[src/srdc_pkg.sv]
// Package: shared constants, codes and structures of the SLIP reply deframer.
package srdc_pkg;

   localparam int COUNT_W        = 11;
   localparam int MAX_FRAME_BYTES = 1024;
   localparam int HEADER_BYTES   = 6;
   localparam int INDEX_W        = 10;

   localparam logic [7:0] SL_END     = 8'hC0;
   localparam logic [7:0] SL_ESC     = 8'hDB;
   localparam logic [7:0] SL_ESC_END = 8'hDC;
   localparam logic [7:0] SL_ESC_ESC = 8'hDD;
   localparam logic [7:0] ACK_CODE   = 8'h06;

   localparam logic [COUNT_W-1:0] MAX_COUNT     = COUNT_W'(MAX_FRAME_BYTES);
   localparam logic [COUNT_W-1:0] OVER_COUNT    = COUNT_W'(MAX_FRAME_BYTES + 1);
   localparam logic [COUNT_W-1:0] HEADER_COUNT  = COUNT_W'(HEADER_BYTES);
   localparam logic [COUNT_W-1:0] CAPACITY_INIT = COUNT_W'(1024);

   localparam logic [COUNT_W-1:0] POS_COMMAND = COUNT_W'(1);
   localparam logic [COUNT_W-1:0] POS_LEN_LO  = COUNT_W'(2);
   localparam logic [COUNT_W-1:0] POS_LEN_HI  = COUNT_W'(3);
   localparam logic [COUNT_W-1:0] POS_CHECK   = COUNT_W'(4);

   localparam logic KIND_DATA   = 1'b0;
   localparam logic KIND_STATUS = 1'b1;

   typedef enum logic [1:0] {
      PH_HUNT    = 2'd0,
      PH_FRAME   = 2'd1,
      PH_ESCAPED = 2'd2
   } phase_type;

   typedef enum logic [1:0] {
      ST_OK         = 2'd0,
      ST_LENGTH_BAD = 2'd1,
      ST_CHECK_BAD  = 2'd2,
      ST_NOT_ACK    = 2'd3
   } status_type;

   typedef struct packed {
      logic       valid;
      logic [7:0] rx_byte;
   } step_type;

   typedef struct packed {
      logic                 hit;
      logic                 kind;
      logic [7:0]           data_byte;
      logic [INDEX_W-1:0]   data_index;
      status_type           status;
      logic [7:0]           reply_command;
      logic [COUNT_W-1:0]   frame_length;
   } result_type;

endpackage

[src/srdc_req_if.sv]
// Interface: received byte channel with valid/ready handshake.
interface srdc_req_if;
   logic       valid;
   logic       ready;
   logic [7:0] rx_byte;

   modport source (output valid, output rx_byte, input ready);
   modport sink (input valid, input rx_byte, output ready);
endinterface

[src/srdc_rsp_if.sv]
// Interface: result channel carrying payload bytes and end-of-frame status.
interface srdc_rsp_if;
   logic                          valid;
   logic                          ready;
   logic                          kind;
   logic [7:0]                    data_byte;
   logic [srdc_pkg::INDEX_W-1:0]  data_index;
   logic [1:0]                    status;
   logic [7:0]                    reply_command;
   logic [srdc_pkg::COUNT_W-1:0]  frame_length;

   modport source (output valid, output kind, output data_byte, output data_index,
                   output status, output reply_command, output frame_length,
                   input ready);
   modport sink (input valid, input kind, input data_byte, input data_index,
                 input status, input reply_command, input frame_length,
                 output ready);
endinterface

[src/srdc_input_stage.sv]
// Input register: holds one received byte until the decoder takes it.
module srdc_input_stage (
   input  logic               clock,
   input  logic               reset,
   srdc_req_if.sink           req_bus,
   input  logic               advance,
   output srdc_pkg::step_type step
);

   logic       valid_ff;
   logic       valid_in;
   logic [7:0] byte_ff;
   logic       load;

   assign req_bus.ready = !valid_ff || advance;
   assign load          = req_bus.valid && req_bus.ready;

   always_comb begin
      valid_in = valid_ff;
      if (load) begin
         valid_in = 1'b1;
      end else if (advance) begin
         valid_in = 1'b0;
      end
   end

   always_ff @(posedge clock) begin
      if (reset) begin
         valid_ff <= 1'b0;
      end else begin
         valid_ff <= valid_in;
      end
   end

   always_ff @(posedge clock) begin
      if (load) begin
         byte_ff <= req_bus.rx_byte;
      end
   end

   assign step.valid   = valid_ff;
   assign step.rx_byte = byte_ff;

endmodule

[src/srdc_decoder.sv]
// Decoder: frame phase, SLIP unescaping, header capture, checksum and status.
module srdc_decoder (
   input  logic                            clock,
   input  logic                            reset,
   input  srdc_pkg::step_type              step,
   input  logic                            advance,
   input  logic                            csr_wr_en,
   input  logic [srdc_pkg::COUNT_W-1:0]    csr_wr_data,
   output srdc_pkg::result_type            result
);

   srdc_pkg::phase_type             phase_ff, phase_in;
   logic [srdc_pkg::COUNT_W-1:0]    count_ff, count_in;
   logic [7:0]                      sum_ff, sum_in;
   logic [15:0]                     length_ff, length_in;
   logic [7:0]                      command_ff, command_in;
   logic [7:0]                      check_ff, check_in;
   logic [srdc_pkg::COUNT_W-1:0]    capacity_ff;

   logic       take;
   logic       close;
   logic       open;
   logic [7:0] dbyte;
   logic [7:0] add;
   logic [8:0] sum_wide;
   logic [srdc_pkg::COUNT_W-1:0] offset;
   logic [srdc_pkg::COUNT_W-1:0] shown;
   srdc_pkg::status_type status;

   // Phase and byte classification
   always_comb begin
      phase_in = phase_ff;
      take     = 1'b0;
      close    = 1'b0;
      open     = 1'b0;
      dbyte    = step.rx_byte;
      case (phase_ff)
         srdc_pkg::PH_FRAME: begin
            if (step.rx_byte == srdc_pkg::SL_END) begin
               close    = 1'b1;
               phase_in = srdc_pkg::PH_HUNT;
            end else if (step.rx_byte == srdc_pkg::SL_ESC) begin
               phase_in = srdc_pkg::PH_ESCAPED;
            end else begin
               take = 1'b1;
            end
         end
         srdc_pkg::PH_ESCAPED: begin
            if (step.rx_byte == srdc_pkg::SL_END) begin
               close    = 1'b1;
               phase_in = srdc_pkg::PH_HUNT;
            end else begin
               take     = 1'b1;
               phase_in = srdc_pkg::PH_FRAME;
               if (step.rx_byte == srdc_pkg::SL_ESC_END) begin
                  dbyte = srdc_pkg::SL_END;
               end else if (step.rx_byte == srdc_pkg::SL_ESC_ESC) begin
                  dbyte = srdc_pkg::SL_ESC;
               end
            end
         end
         default: begin
            if (step.rx_byte == srdc_pkg::SL_END) begin
               open     = 1'b1;
               phase_in = srdc_pkg::PH_FRAME;
            end else begin
               phase_in = srdc_pkg::PH_HUNT;
            end
         end
      endcase
   end

   // Frame state and result
   always_comb begin
      count_in   = count_ff;
      sum_in     = sum_ff;
      length_in  = length_ff;
      command_in = command_ff;
      check_in   = check_ff;
      add        = (count_ff == srdc_pkg::POS_CHECK) ? 8'h00 : dbyte;
      sum_wide   = {1'b0, sum_ff} + {1'b0, add};
      offset     = count_ff - srdc_pkg::HEADER_COUNT;
      shown      = (count_ff > srdc_pkg::MAX_COUNT) ? srdc_pkg::MAX_COUNT : count_ff;

      if (count_ff < srdc_pkg::HEADER_COUNT || count_ff > srdc_pkg::MAX_COUNT ||
          {5'd0, count_ff} != length_ff) begin
         status = srdc_pkg::ST_LENGTH_BAD;
      end else if (check_ff != sum_ff) begin
         status = srdc_pkg::ST_CHECK_BAD;
      end else if (command_ff != srdc_pkg::ACK_CODE) begin
         status = srdc_pkg::ST_NOT_ACK;
      end else begin
         status = srdc_pkg::ST_OK;
      end

      result               = '0;
      result.kind          = srdc_pkg::KIND_DATA;
      result.status        = srdc_pkg::ST_OK;

      if (open) begin
         count_in   = '0;
         sum_in     = '0;
         length_in  = '0;
         command_in = '0;
         check_in   = '0;
      end else if (close) begin
         result.hit           = step.valid;
         result.kind          = srdc_pkg::KIND_STATUS;
         result.status        = status;
         result.reply_command = command_ff;
         result.frame_length  = shown;
      end else if (take) begin
         if (count_ff >= srdc_pkg::MAX_COUNT) begin
            count_in = srdc_pkg::OVER_COUNT;
         end else begin
            if (count_ff == srdc_pkg::POS_COMMAND) begin
               command_in = dbyte;
            end
            if (count_ff == srdc_pkg::POS_LEN_LO) begin
               length_in = {length_ff[15:8], dbyte};
            end
            if (count_ff == srdc_pkg::POS_LEN_HI) begin
               length_in = {dbyte, length_ff[7:0]};
            end
            if (count_ff == srdc_pkg::POS_CHECK) begin
               check_in = dbyte;
            end
            sum_in   = sum_wide[7:0] + {7'd0, sum_wide[8]};
            count_in = count_ff + 1'b1;
            if (count_ff >= srdc_pkg::HEADER_COUNT && offset < capacity_ff) begin
               result.hit        = step.valid;
               result.data_byte  = dbyte;
               result.data_index = offset[srdc_pkg::INDEX_W-1:0];
            end
         end
      end
   end

   always_ff @(posedge clock) begin
      if (reset) begin
         phase_ff    <= srdc_pkg::PH_HUNT;
         count_ff    <= '0;
         sum_ff      <= '0;
         length_ff   <= '0;
         command_ff  <= '0;
         check_ff    <= '0;
         capacity_ff <= srdc_pkg::CAPACITY_INIT;
      end else begin
         if (advance) begin
            phase_ff   <= phase_in;
            count_ff   <= count_in;
            sum_ff     <= sum_in;
            length_ff  <= length_in;
            command_ff <= command_in;
            check_ff   <= check_in;
         end
         if (csr_wr_en) begin
            capacity_ff <= csr_wr_data;
         end
      end
   end

endmodule

[src/srdc_result_stage.sv]
// Result register: holds one result until the consumer takes it.
module srdc_result_stage (
   input  logic                 clock,
   input  logic                 reset,
   input  logic                 load,
   input  srdc_pkg::result_type result,
   srdc_rsp_if.source           rsp_bus
);

   logic                 valid_ff;
   logic                 valid_in;
   srdc_pkg::result_type data_ff;

   always_comb begin
      valid_in = valid_ff;
      if (load) begin
         valid_in = 1'b1;
      end else if (rsp_bus.ready) begin
         valid_in = 1'b0;
      end
   end

   always_ff @(posedge clock) begin
      if (reset) begin
         valid_ff <= 1'b0;
      end else begin
         valid_ff <= valid_in;
      end
   end

   always_ff @(posedge clock) begin
      if (load) begin
         data_ff <= result;
      end
   end

   assign rsp_bus.valid         = valid_ff;
   assign rsp_bus.kind          = data_ff.kind;
   assign rsp_bus.data_byte     = data_ff.data_byte;
   assign rsp_bus.data_index    = data_ff.data_index;
   assign rsp_bus.status        = data_ff.status;
   assign rsp_bus.reply_command = data_ff.reply_command;
   assign rsp_bus.frame_length  = data_ff.frame_length;

endmodule

[src/slip_reply_deframe_checker_core.sv]
// Top level: SLIP reply deframer with header and checksum checking.
//
// req_bus carries raw serial bytes; rsp_bus carries decoded payload bytes
// (kind 0, with their payload index) and one status transfer per frame
// (kind 1) at the closing 0xC0. Bytes before an opening 0xC0 are dropped.
// csr_wr_en/csr_wr_data set the reply capacity, the most payload bytes
// passed out per frame; write it only while the block is idle.
// A byte accepted on req_bus waits in the input register and is decoded
// there; its result, if any, goes into the result register, which drives
// rsp_bus. Throughput: one byte per cycle while rsp_bus is not stalled,
// set by the single decode step between the input and result registers.
// Reset clears the frame state to hunting and the capacity to 1024.
// When the receiver stalls, a pending result holds in the result register
// and one more byte is held in the input register; req_bus.ready drops
// only when both are occupied and the held byte would give a result.
module slip_reply_deframe_checker_core (
   input  logic                          clock,
   input  logic                          reset,
   srdc_req_if.sink                      req_bus,
   srdc_rsp_if.source                    rsp_bus,
   input  logic                          csr_wr_en,
   input  logic [srdc_pkg::COUNT_W-1:0]  csr_wr_data
);

   srdc_pkg::step_type   step;
   srdc_pkg::result_type result;
   logic                 advance;
   logic                 load;

   assign advance = step.valid && (!result.hit || !rsp_bus.valid || rsp_bus.ready);
   assign load    = advance && result.hit;

   srdc_input_stage u_input (
      .clock   (clock),
      .reset   (reset),
      .req_bus (req_bus),
      .advance (advance),
      .step    (step)
   );

   srdc_decoder u_decoder (
      .clock       (clock),
      .reset       (reset),
      .step        (step),
      .advance     (advance),
      .csr_wr_en   (csr_wr_en),
      .csr_wr_data (csr_wr_data),
      .result      (result)
   );

   srdc_result_stage u_result (
      .clock   (clock),
      .reset   (reset),
      .load    (load),
      .result  (result),
      .rsp_bus (rsp_bus)
   );

   a_no_overwrite: assert property (@(posedge clock) disable iff (reset)
      load |-> (!rsp_bus.valid || rsp_bus.ready))
      else $error("result register overwritten before transfer");

   a_status_clean: assert property (@(posedge clock) disable iff (reset)
      (rsp_bus.valid && rsp_bus.kind == srdc_pkg::KIND_STATUS)
         |-> (rsp_bus.data_byte == 8'h00 && rsp_bus.data_index == '0))
      else $error("status transfer carries payload fields");

   a_ok_length: assert property (@(posedge clock) disable iff (reset)
      (rsp_bus.valid && rsp_bus.kind == srdc_pkg::KIND_STATUS &&
       rsp_bus.status == srdc_pkg::ST_OK)
         |-> (rsp_bus.frame_length >= srdc_pkg::HEADER_COUNT &&
              rsp_bus.reply_command == srdc_pkg::ACK_CODE))
      else $error("ok status on a short or non-ACK frame");

   a_data_clean: assert property (@(posedge clock) disable iff (reset)
      (rsp_bus.valid && rsp_bus.kind == srdc_pkg::KIND_DATA)
         |-> (rsp_bus.frame_length == '0 && rsp_bus.reply_command == 8'h00))
      else $error("payload transfer carries status fields");

endmodule
[src/flat_wrapper.sv]
// flat-port wrapper written by rule: the top's interface ports become plain ports
module slip_reply_deframe_checker_core_flat 
  (clock, reset, csr_wr_en, csr_wr_data, req_bus_valid, req_bus_rx_byte, req_bus_ready, rsp_bus_valid, rsp_bus_kind, rsp_bus_data_byte, rsp_bus_data_index, rsp_bus_status, rsp_bus_reply_command, rsp_bus_frame_length, rsp_bus_ready);
  srdc_req_if req_bus_i ();
  srdc_rsp_if rsp_bus_i ();
  input  logic clock;
  input  logic reset;
  input  logic csr_wr_en;
  input  logic [srdc_pkg::COUNT_W-1:0] csr_wr_data;
  input wire logic [$bits(req_bus_i.valid)-1:0] req_bus_valid;
  input wire logic [$bits(req_bus_i.rx_byte)-1:0] req_bus_rx_byte;
  output wire logic [$bits(req_bus_i.ready)-1:0] req_bus_ready;
  output wire logic [$bits(rsp_bus_i.valid)-1:0] rsp_bus_valid;
  output wire logic [$bits(rsp_bus_i.kind)-1:0] rsp_bus_kind;
  output wire logic [$bits(rsp_bus_i.data_byte)-1:0] rsp_bus_data_byte;
  output wire logic [$bits(rsp_bus_i.data_index)-1:0] rsp_bus_data_index;
  output wire logic [$bits(rsp_bus_i.status)-1:0] rsp_bus_status;
  output wire logic [$bits(rsp_bus_i.reply_command)-1:0] rsp_bus_reply_command;
  output wire logic [$bits(rsp_bus_i.frame_length)-1:0] rsp_bus_frame_length;
  input wire logic [$bits(rsp_bus_i.ready)-1:0] rsp_bus_ready;
  assign req_bus_i.valid = req_bus_valid;
  assign req_bus_i.rx_byte = req_bus_rx_byte;
  assign req_bus_ready = req_bus_i.ready;
  assign rsp_bus_valid = rsp_bus_i.valid;
  assign rsp_bus_kind = rsp_bus_i.kind;
  assign rsp_bus_data_byte = rsp_bus_i.data_byte;
  assign rsp_bus_data_index = rsp_bus_i.data_index;
  assign rsp_bus_status = rsp_bus_i.status;
  assign rsp_bus_reply_command = rsp_bus_i.reply_command;
  assign rsp_bus_frame_length = rsp_bus_i.frame_length;
  assign rsp_bus_i.ready = rsp_bus_ready;
  slip_reply_deframe_checker_core u_core (.clock(clock), .reset(reset), .req_bus(req_bus_i), .rsp_bus(rsp_bus_i), .csr_wr_en(csr_wr_en), .csr_wr_data(csr_wr_data));
endmodule
[config.mk]
export PLATFORM = sky130hd
export DESIGN_NAME = slip_reply_deframe_checker_core_flat
export DESIGN_NICKNAME = d
export VERILOG_FILES = /design/src/srdc_pkg.sv /design/src/srdc_req_if.sv /design/src/srdc_rsp_if.sv /design/src/srdc_input_stage.sv /design/src/srdc_decoder.sv /design/src/srdc_result_stage.sv /design/src/slip_reply_deframe_checker_core.sv /design/src/flat_wrapper.sv
export SDC_FILE = /design/constraint.sdc
export NUM_CORES = 1
export LEC_CHECK = 0
export BUFFER_PORTS_ARGS = -buffer_cell sky130_fd_sc_hd__buf_2
export CAP_MARGIN = 20
export CORE_MARGIN = 8
export CORE_UTILIZATION = 55
export DETAILED_ROUTE_END_ITERATION = 10
export PLACE_DENSITY = 0.82
export RECOVER_POWER = 25
export SLEW_MARGIN = 40
export SYNTH_ARGS = -nofsm -noshare
export SYNTH_HDL_FRONTEND = slang
export SYNTH_HIERARCHICAL = 1
export SYNTH_SLANG_ARGS = --single-unit
export TNS_END_PERCENT = 20
[constraint.sdc]
create_clock -name clock -period 7.7 [get_ports clock]
set_input_delay 0.385 -clock clock [delete_from_list [all_inputs] [get_ports clock]]
set_output_delay 0.385 -clock clock [all_outputs]
set_load 0.1 [all_outputs]
== After elaboration in Yosys (flattened, before gate mapping) ==
Cells that the tools add are included.

* Register bits after elaboration: 114
* Bits of input ports: 24
* Output and inout port bits: 42
* Logic and storage cells: 139

* Add/sub/neg operators: 4
* Order comparisons: 5
* Eq/ne operators: 17
* Multiplexer cells: 60
* Bitwise gates (word level): 3
* Reductions and logical operators: 31

{| class="wikitable"
|+ Operator list
! operator !! count
|-
| $mux 8 || 20
|-
| $mux 16 || 5
|-
| $mux 18 || 4
|-
| $mux 11 || 5
|-
| $mux 41 || 1
|-
| $eq 8x8->1 const B || 4
|-
| $eq 11x2->1 const B || 2
|-
| $mux 21 || 1
|-
| $mux 1 || 17
|-
| $ne 11x16->1 || 1
|-
| $reduce_and 5->1 || 3
|-
| $reduce_bool 2->1 || 7
|-
| $add 11x1->11 const B || 1
|-
| $eq 11x1->1 const B || 1
|-
| $eq 11x3->1 const B || 1
|-
| $ge 11x11->1 const B || 1
|-
| $ge 11x3->1 const B || 1
|-
| $gt 11x11->1 const B || 1
|-
| $lt 11x11->1 || 1
|-
| $lt 11x3->1 const B || 1
|-
| $sub 11x3->11 const B || 1
|-
| $mux 2 || 5
|-
| $add 8x8->9 || 1
|-
| $add 8x1->8 || 1
|-
| other kinds (20) || 34
|}

== Depth between registers and ports, before layout ==
Gate-level depths: netlist of run 1.

* Word-level depth: 17
* Depth in mapped cells: 20

== By module ==
Netlist of run 1, hierarchy kept.

{| class="wikitable"
|+ By module, submodules not included
! module !! times used !! cells an instance !! area each (um2)
|-
| srdc_decoder || 1 || 525 || 4231.6
|-
| srdc_result_stage || 1 || 44 || 1239.9
|-
| srdc_input_stage || 1 || 14 || 302.8
|-
| slip_reply_deframe_checker_core || 1 || 4 || 32.5
|}

== Worst setup path before layout of run 1 ==
Ideal clock, no wire load.

* Path kind: reg2reg
* Start point: register u_core/u_decoder/count_ff[3] (netlist name)
* End point: register u_core.u_result.data_ff (netlist bit u_core/u_result/rsp_bus.data_byte[0]) (enable)
* Library setup time: 0.439 ns
* Arrival time: 5.035 ns
* Data required time: 7.261 ns
* Setup slack: 2.226 ns
* Cell stages (with the launch flop): 17
* Clock period less this slack: 5.474 ns
* Cell sequence: dfxtp_1 -> buf_2 -> or4_1 -> buf_2 -> nor4_4 -> nand2_1 -> xnor2_1 -> ha_1 -> nand3_1 -> nor2_1 -> a221o_1 -> nor4_1 -> o21ai_2 -> buf_2 -> a21boi_0 -> nand2_1 -> nor2_1

{| class="wikitable"
|+ RTL lines
! item !! RTL line !! source
|-
| start: declaration || srdc_decoder.sv:13 || <nowiki>logic [srdc_pkg::COUNT_W-1:0] count_ff, count_in;</nowiki>
|-
| start signal: assignment || srdc_decoder.sv:151 || <nowiki>count_ff <= count_in;</nowiki>
|-
| end signal: assignment || srdc_result_stage.sv:33 || <nowiki>data_ff <= result;</nowiki>
|-
| end: declaration || srdc_result_stage.sv:12 || <nowiki>srdc_pkg::result_type data_ff;</nowiki>
|}

==> results of run 1 <==
-- metrics by stage --
step,area [sq um],utilization,total power (W),setup slack (ns),instances
after global routing,6760,0.658,0.00153,1.95,795
after global placement,6210,0.604,0.000739,2.81,762
final,6760,0.658,0.00148,2.27,795
after CTS,6800,0.662,0.00149,2.47,795
after floorplan,5810,-,0.000717,2.23,587
after detailed placement,6230,0.606,0.000743,2.53,763
-- sequential cells by signal, indices dropped and copies added (netlist names) --
signal / count
u_core/u_result/rsp_bus.kind: 1
u_core/u_decoder/capacity_ff: 11
u_core/u_result/rsp_bus.data_index: 10
u_core/u_input/valid_ff: 1
u_core/u_decoder/length_ff: 16
u_core/u_input/byte_ff: 8
u_core/u_result/rsp_bus.valid: 1
u_core/u_decoder/sum_ff: 8
u_core/u_result/rsp_bus.frame_length: 11
u_core/u_decoder/command_ff: 8
u_core/u_decoder/phase_ff: 2
u_core/u_decoder/check_ff: 8
u_core/u_result/rsp_bus.status: 2
u_core/u_result/rsp_bus.reply_command: 8
u_core/u_result/rsp_bus.data_byte: 8
u_core/u_decoder/count_ff: 11
-- routing by layer --
metal,up-vias,GRT usage
met5,-,0
met4,0,0.0862
met3,33,0.0681
met2,236,0.332
met1,2206,0.227
li1,2243,-
-- Yosys cell counts (all sizes together), types with 3 or more instances --
master / instances / area, sq um
nor2b: 12 / 82.6
nor4: 11 / 90.1
edfxtp: 48 / 1440
nand3: 24 / 120
nor2: 68 / 255
and4: 3 / 26.3
a21o: 10 / 75.1
ha: 27 / 338
clkbuf: 18 / 67.6
xor2: 18 / 158
and3: 11 / 68.8
a21boi: 6 / 48.8
a22oi: 17 / 128
nand2: 38 / 143
nand2b: 5 / 38.8
o41ai: 3 / 26.3
nor3b: 3 / 22.5
and2: 14 / 90.1
a32oi: 6 / 52.6
a21oi: 35 / 194
xnor2: 24 / 210
nor3: 11 / 55.1
inv: 27 / 101
a211oi: 8 / 60.1
or3: 3 / 18.8
o21a: 4 / 30.0
o21ai: 7 / 42.5
dfxtp: 66 / 1320
mux2i: 11 / 110
buf: 11 / 53.8
nand4: 9 / 56.3
-- kinds of logic (layout without fill, tap and decap cells) --
logic type                 Yosys count  after routing  synth area share
and+or+nand+nor                    220            220             0.196
AOI/OAI and AO/OA                  116            116             0.146
DFF                                114            114             0.476
buffers and inverters               56            128            0.0384
xor gates and xnor gates            42             42            0.0633
adders and majority gates           28             28            0.0616
muxes                               11             11            0.0190
-- critical path, delay by kind of cell, from the launching register on --
kind	cells	cell delay, ns
AOI/OAI and AO/OA	6	1.77
adders and majority gates	1	0.33
buffers and inverters	1	0.24
and+or+nand+nor	8	2.27
xor gates and xnor gates	1	0.15
DFF	1	0.42
-- cell type report --
type,count,area [sq um]
Clock inverter,12,134
Tap cell,136,170
Fill cell,805,3520
Multi-Input combinational cell,417,2840
Timing Repair Buffer,69,319
Clock buffer,20,435
Inverter,27,101
Sequential cell,114,2760
-- power by group through the flow --
stage	combinational (W)	clock, W	sequential [W]
after detailed placement	0.0000840	0	0.000658
final	0.0000874	0.000745	0.000646
after floorplan	0.0000646	0	0.000652
after CTS	0.0000863	0.000754	0.000646
after global placement	0.0000807	0	0.000658
after global routing	0.0000950	0.000784	0.000647
-- worst max path at each step --
stage	cells past startpoint	endpoint	slack, ns
floorplan	16	u_core/u_result/rsp_bus.data_byte[0]	2.23
CTS	17	u_core/u_decoder/command_ff[2]	2.47
detailed placement	17	u_core/u_decoder/command_ff[2]	2.53
finish	17	u_core/u_decoder/check_ff[0]	2.27
global placement	17	u_core/u_decoder/check_ff[3]	2.81
global route	17	u_core/u_decoder/check_ff[5]	1.95
==> results.txt, run 1 <==
Cell type with the highest occurrence count on the critical path: nor2_1. The gate count of the mapped netlist came out at 587. Entering global routing, the biggest net connects 59 pins.

The final reports fail on capacitance limit, slew limit. The max-cap violation count was 1. IR analysis of the VDD net gives a maximum drop of 0.154 mV. The tools report the share of synthesized area occupied by flip-flops and latches as 0.476. The number of antenna violations at the first check in global routing is 0.

The terminating pin of the worst hold path is u_core/u_input/byte_ff[4]. The clock passes through at most 2 buffers. The standard cell core area came out at 10300 sq um. The number of stages on the worst hold path works out to 1. The final number of hold-violating endpoints was 0.

The pin slew with the least headroom to its limit is 2.60 ns, and the final max-slew violation count is 59. The worst setup path is captured at a flip-flop. The floorplan has 37 rows. The clock root buffer was clkbuf_8. The first global-routing pass estimated 22.8 mm of wire. The flow ran to the end, but the final reports show violations. The run gives 0.0339 ns as the worst hold slack across all endpoints. For the share of power burned in the clock network, the log shows 0.504. In this run the top signal layer used is met4.

Detailed placement finished with a half-perimeter wire length of 9.60 mm. Once the clock tree was built, the setup fixing pass inserted 0 buffers. By startpoint and endpoint, the worst setup path is classified as reg -> reg.

The die is 119 um wide. The die is 119 um tall. TritonCTS built the clock tree.

The run gives 0.199 as the global-route usage over all layers. The met2 wire length is 6.91 mm, and the CTS H-tree depth is 4. The run gives 5.55 mm as the total routed wire length on the met1 layer. The congestion estimate from routability-driven global placement came to 0.932.

The run gives 0.00998 ns as the worst clock skew on the final layout. The main flop type after synthesis is dfxtp_1. Synthesized area per cell: 9.89 sq um. The library cells used most frequently in the layout, excluding fill and tap cells, are nor2_1, dfxtp_1, edfxtp_1. The ratio of cells with drive above 1 in the final layout was 0.131.

Final-report setup violation count: 0. 0 antenna diodes ended up in the layout. The number of detailed-routing iterations run before antenna repair is 9, and the async set-reset flop share out of synthesis is 0. The maximum fanout along the worst path is 18, and the delay contributed by the slowest stage of the critical path is 0.76 ns.

The mean routed wirelength per cell is 17.8 um. The reported leakage power is 2.46 nW, and the via count of the first global-routing pass is 4626. For the worst setup path, the data arrival time is 5.73 ns.

The final-layout setup total negative slack is 0 ns. In this run, post-CTS hold repair placed 0 buffers. Timing would allow up to 0.184 GHz. The clock-pin transition on the worst setup and hold timing paths came out at 0.06 ns. The signal on the critical path passes through or4_1 > nor4_4 > nand2_1 > xnor2_1 > ha_1 > nand3_1 > nor2_1 > a221o_1 > nor4_1 > o21ai_2 > buf_4 > a21boi_0 > a21boi_2 > nand4_1 > a22o_1 > a22oi_1 > nor2_1.

In this run, synthesis inferred 48 flip-flops with an integrated enable. The logs give 65 for the unique cell type count in the Yosys netlist and 8.00 ns for the required time of the critical path. The total internal power was 0.00114 W; the remaining max-slew budget at the tightest pin was -0.731.

Clock latency on the worst-skew pair, taken at its later pin, is 0.52 ns. Leftover overflow at the end of global routing: 0. For this design the top-level I/O count stands at 66. Using the TritonRoute via totals, the vias-per-cell ratio works out to 5.93. The tools report the starting utilization of the core area as 0.565.

Counting cells, the worst reg-to-reg path comes to 17. The run gives 639 as the number of nets in the synthesized netlist. Setup repair after global routing left no endpoint under its margin. The slowest stage of the critical path belongs to the cell nand4_1.

In this run the critical register-to-register path is launched from u_core/u_decoder/count_ff[3]. The final layout contains routed wiring with a total length of 14.2 mm. In this run the most critical hold path is launched from req_bus_rx_byte[4]. Once detail routing completed, the nets flagged for antenna violations numbered 0.

In this run, post-CTS repair resized a total of 0 instances. The die covers 14100 sq um. The detailed router finished its first iteration with 403 violations.

For this run, design rule violations remaining after detail routing come to 0. Setup slack on the worst reg-to-reg path comes out at 2.27 ns. The worst register-to-register path ends at u_core/u_decoder/check_ff[0]. The total of buffers placed on input and output ports was 65; the total power density per cell area was 219 nW/um^2. Counting flops and latches in the post-synthesis netlist gives 114. After synthesis the cells add up to 5810 sq um. The switching power share of the total was 0.231; the synthesis-to-layout area growth was 16.4%. The sequential cell fraction of total power is 0.437, and the number of nets in the layout is 698. The share of the clock period used by the worst path is 0.705. The critical path starts at u_core/u_decoder/count_ff[3]. Yosys printed 6 warnings. Counting I/O delays and the setup requirement, the final critical path takes 5.43 ns. The tightest min-delay check is of the in -> reg type. The switching power is 0.000341 W.

Leaving out fill and tap cells, the most frequent cell in the layout is nor2_1. For the via count of the routed design, the log shows 4718. The worst setup path is launched from a flip-flop. The clock net in this run drives a total of 114 sinks. Counting the buffers created by CTS gives 17. Part of the total power dissipated in combinational logic: 0.059. The run gives 1.33 mm as the routed length on met3.
Note: power is estimated with default switching activity, not from simulation.
==> inputs of run 2 (changes only) <==
--- a/config.mk
+++ b/config.mk
@@ -5,12 +5,13 @@
 export SDC_FILE = /design/constraint.sdc
 export NUM_CORES = 1
 export LEC_CHECK = 0
+export ABC_AREA = 1
 export BUFFER_PORTS_ARGS = -buffer_cell sky130_fd_sc_hd__buf_2
 export CAP_MARGIN = 20
 export CORE_MARGIN = 8
-export CORE_UTILIZATION = 55
+export CORE_UTILIZATION = 54
 export DETAILED_ROUTE_END_ITERATION = 10
-export PLACE_DENSITY = 0.82
+export PLACE_DENSITY = 0.83
 export RECOVER_POWER = 25
 export SLEW_MARGIN = 40
 export SYNTH_ARGS = -nofsm -noshare
==> constraint.sdc (replaced) <==
create_clock -name clock -period 4.7 [get_ports clock]
set_input_delay 0.235 -clock clock [delete_from_list [all_inputs] [get_ports clock]]
set_output_delay 0.235 -clock clock [all_outputs]
set_load 0.1 [all_outputs]
==> run 2 against run 1 <==
Net effect: the flow still finishes with violations (capacitance limit, slew limit); cell count grew 29%; core utilization fell by 1.6 points; sequential share of layout area fell by 3.0 points; register-to-register slack got worse by 1.8 ns; area after synthesis increased by 7.6%; critical path type is now reg -> out; largest power group unchanged.
==> results.txt, run 2 <==
The tools report the leftover overflow at the end of global routing as 0. The share of the clock period used by the worst path was 0.914; the remaining max-slew budget at the tightest pin was -0.570. TritonCTS built the clock tree. After technology mapping, the gate count stands at 796. The unique cell type count in the Yosys netlist is 40, and the routing usage on met2 is 0.372. In this run the core area contains 39 standard-cell rows. Kind of start point of the critical path: a flip-flop. The total of fill cells in the finished design was 1008; the worst-skew pair later-pin latency was 0.41 ns. The core region is 11400 sq um. In this run the worst path has a maximum fanout of 8. Counting flops and latches in the post-synthesis netlist gives 114. The mean routed wirelength per cell works out to 15.9 um.

Async set-reset flop share out of synthesis: 0. Via count of the first global-routing pass: 5432. The library cell with the largest summed area after synthesis is edfxtp_1. In this run the register-to-register setup slack is 0.47 ns.

The ratio of routed vias to standard cells is 5.53, and the final-report setup violation count is 0. Critical path endpoint category: a primary output. For the final number of hold-violating endpoints, the log shows 0.

By instance count, the leading cell after synthesis is nand2_1. For the fraction of met1 tracks used by global routing, the log shows 0.254. During placement, the flow inserted port buffers numbering 65.

At the pin with the least slew margin, the transition time is 2.36 ns. From synthesis to final layout, the design area changed by 16.8%. The checks that failed: capacitance limit, slew limit. The startpoint identified for the worst register-to-register timing path is u_core/u_input/byte_ff[5]. The min-delay analysis places its worst path in the category in -> reg. By area the synthesized netlist is led by edfxtp_1, dfxtp_1, nand2_1. In this run, CTS created clock tree buffers numbering 17.

The cell area that synthesis handed to floorplanning was 6250 sq um. The tools report the final-layout setup total negative slack as 0 ns. Timing would allow up to 0.233 GHz. More flip-flops sit in one register than any other, and that register is u_core/u_decoder/length_ff. Summed over all layers, the routed wires come to 16.3 mm. After layout, the minimum clock period comes to 4.29 ns. The clock-pin transition on the worst setup and hold timing paths came out at 0.06 ns.

Number of flops mapped to enable cells by yosys: 48. For the initial DRC count, the log shows 682. The share of the synthesized area in the top cell type was 0.231; the starting utilization of the core area was 0.550. The met3 layer usage reported by global route was 0.0526. The tools report the reported leakage power as 3.13 nW.

The tools report the total of warnings raised by yosys as 6. For the number of detailed-routing iterations run before antenna repair, the log shows 6. The logs give 0 for the number of antenna violations at the first check in global routing and 4.06 ns for the arrival time reported for the critical path endpoint. Counting instances in the post-synthesis netlist gives the leading cell types as nand2_1, inv_1, nor2_1, a21oi_1, dfxtp_1.

Hold is met by 0.0115 ns. In the synthesized netlist the dominant register cell turns out to be dfxtp_1. In the final design database the tool counted 922 nets. CTS saw 114 sinks.

Setup repair after global routing left no endpoint under its margin. At the end of routability-driven placement, the weighted congestion stood at 0.948. In the layout the commonest cells are nand2_1, inv_1, nor2_1. The number of antenna diodes in the final layout is 0. Once layout is done, the placed cells without fillers occupy 7300 sq um. Including well taps, the total number of placed cells is 987. For the detailed placer's ending HPWL, the log shows 11.6 mm. CTS built an H-tree with a depth of 4.

The share of synthesized area occupied by flip-flops and latches came out at 0.442. The number of standard cells in the final layout excluding fillers was 1026. The synthesized area per cell was 7.85 sq um; the max-cap violation count was 1. The die covers 15300 sq um. Counting along the longest clock path gives a buffer depth of 2. The startpoint of the worst setup timing path is u_core/u_decoder/count_ff[1]. The number of flip-flops under the largest register name came out at 16. The floorplan step set the die height to 124 um.

The flow ran to the end, but the final reports show violations. The tools report the maximum number of pins on one net before global-route repair as 50. For the via count of the routed design, the log shows 5674. The final max-slew violation count came out at 50. In this run the cell area measured after placement is 6660 sq um.

Total power density per cell area: 345 nW/um^2. In the routed design, unresolved DRC markers number 0. The type of the worst setup path is reg -> out. For the final database, setup skew stands at 0.00465 ns.

The clock root buffer was clkbuf_16. In this run the remaining antenna-violating nets after routing total 0. In this run the most critical hold path is launched from req_bus_rx_byte[2]. The run gives 66 as the boundary pin count.

The ratio of cells with drive above 1 in the final layout is 0.122, and the worst vdd rail ir drop is 0.287 mV. The most utilized layer in the global route result is met2. When the netlist entered floorplanning its net count stood at 848. The horizontal die dimension is 124 um.

The library cell used most frequently in the layout, excluding fill and tap cells, is nand2_1. The global-route usage over all layers is 0.219. The first global-routing pass estimated 26.3 mm of wire. The post-CTS setup repair buffer count is 0. The total power was 0.00252 W.

At the worst endpoint, the required time is 4.47 ns.
==> run 2: cell count changes after synthesis, moves of 11 or more <==
cell / previous run / this run
and3_1: 11 / 0
o21ai_0: 3 / 26
nor2b_1: 11 / 0
a22oi_1: 17 / 0
a21oi_1: 30 / 74
and2_1: 13 / 0
nand2_1: 38 / 172
inv_1: 27 / 102
mux2i_1: 11 / 0
xnor2_1: 24 / 6
nor2_1: 68 / 91
nand3_1: 24 / 47
==> run 2: cell families after synthesis <==
group	share of synthesized area
AOI/OAI and AO/OA	0.0977
xor gates and xnor gates	0.0322
adders and majority gates	0.0573
buffers and inverters	0.0877
DFF	0.442
and+or+nand+nor	0.283
==> run 2: cell type report <==
| type | count | area, sq um | area share |
|---|---|---|---|
| flip-flops and latches | 114 | 2760 | 0.378 |
| well taps | 143 | 179 | 0.0245 |
| clock buffers | 19 | 475 | 0.0651 |
| clock inverters | 13 | 136 | 0.0187 |
| inverters | 108 | 410 | 0.0562 |
| repair buffers | 77 | 389 | 0.0533 |
| multi-input cells | 552 | 2950 | 0.404 |
==> run 2: timing repair <==
item	in CTS	in global routing
endpoints found under the hold margin	6	1
gates resized for setup	0	0
hold buffers	6	1
==> run 2: worst paths after layout <==
kind | endpoint | cells after the start
max | req_bus_ready | 20
min | u_core/u_input/byte_ff[2] | 1
max reg2reg | u_core/u_decoder/sum_ff[6] | 26
min reg2reg | u_core/u_decoder/command_ff[1] | 2
==> run 2: metal layers <==
layer  share of wire  wire length, um
met1            0.40             6480
met2            0.49             7990
met3           0.069             1120
met4           0.042              684
met5               0                0
==> run 2: metrics by stage <==
stage | util | worst slack, ns
final | 0.642 | 0.406
after global routing | 0.642 | 0.0465
after CTS | 0.645 | 0.396
after detailed placement | 0.586 | 0.793
after global placement | 0.586 | 0.785
after floorplan | - | 0.650
==> run 2: where the power goes <==
part / switching, W / internal [W] / total, W / leakage [nW]
combinational: 0.000111 / 0.0000552 / 0.000166 / 1.81
sequential: 0.0000124 / 0.00104 / 0.00105 / 1.03
clock: 0.000492 / 0.000806 / 0.00130 / 0.292
==> run 2: critical path, cell delays in order, from the launching register on <==
cell and delay, ns:
dfxtp_1 0.38, ha_1 0.27, inv_1 0.06, nand3_1 0.11, nor3_1 0.21, nand2_1 0.16, nor2_1 0.14, xor2_1 0.22
inv_1 0.07, ha_1 0.31, a31oi_1 0.17, nand3_1 0.08, nor2_1 0.13, nand3_2 0.11, a21boi_0 0.30, nand3_2 0.11
nand2_2 0.10, inv_1 0.20, inv_2 0.14, nand2_2 0.07, buf_2 0.30
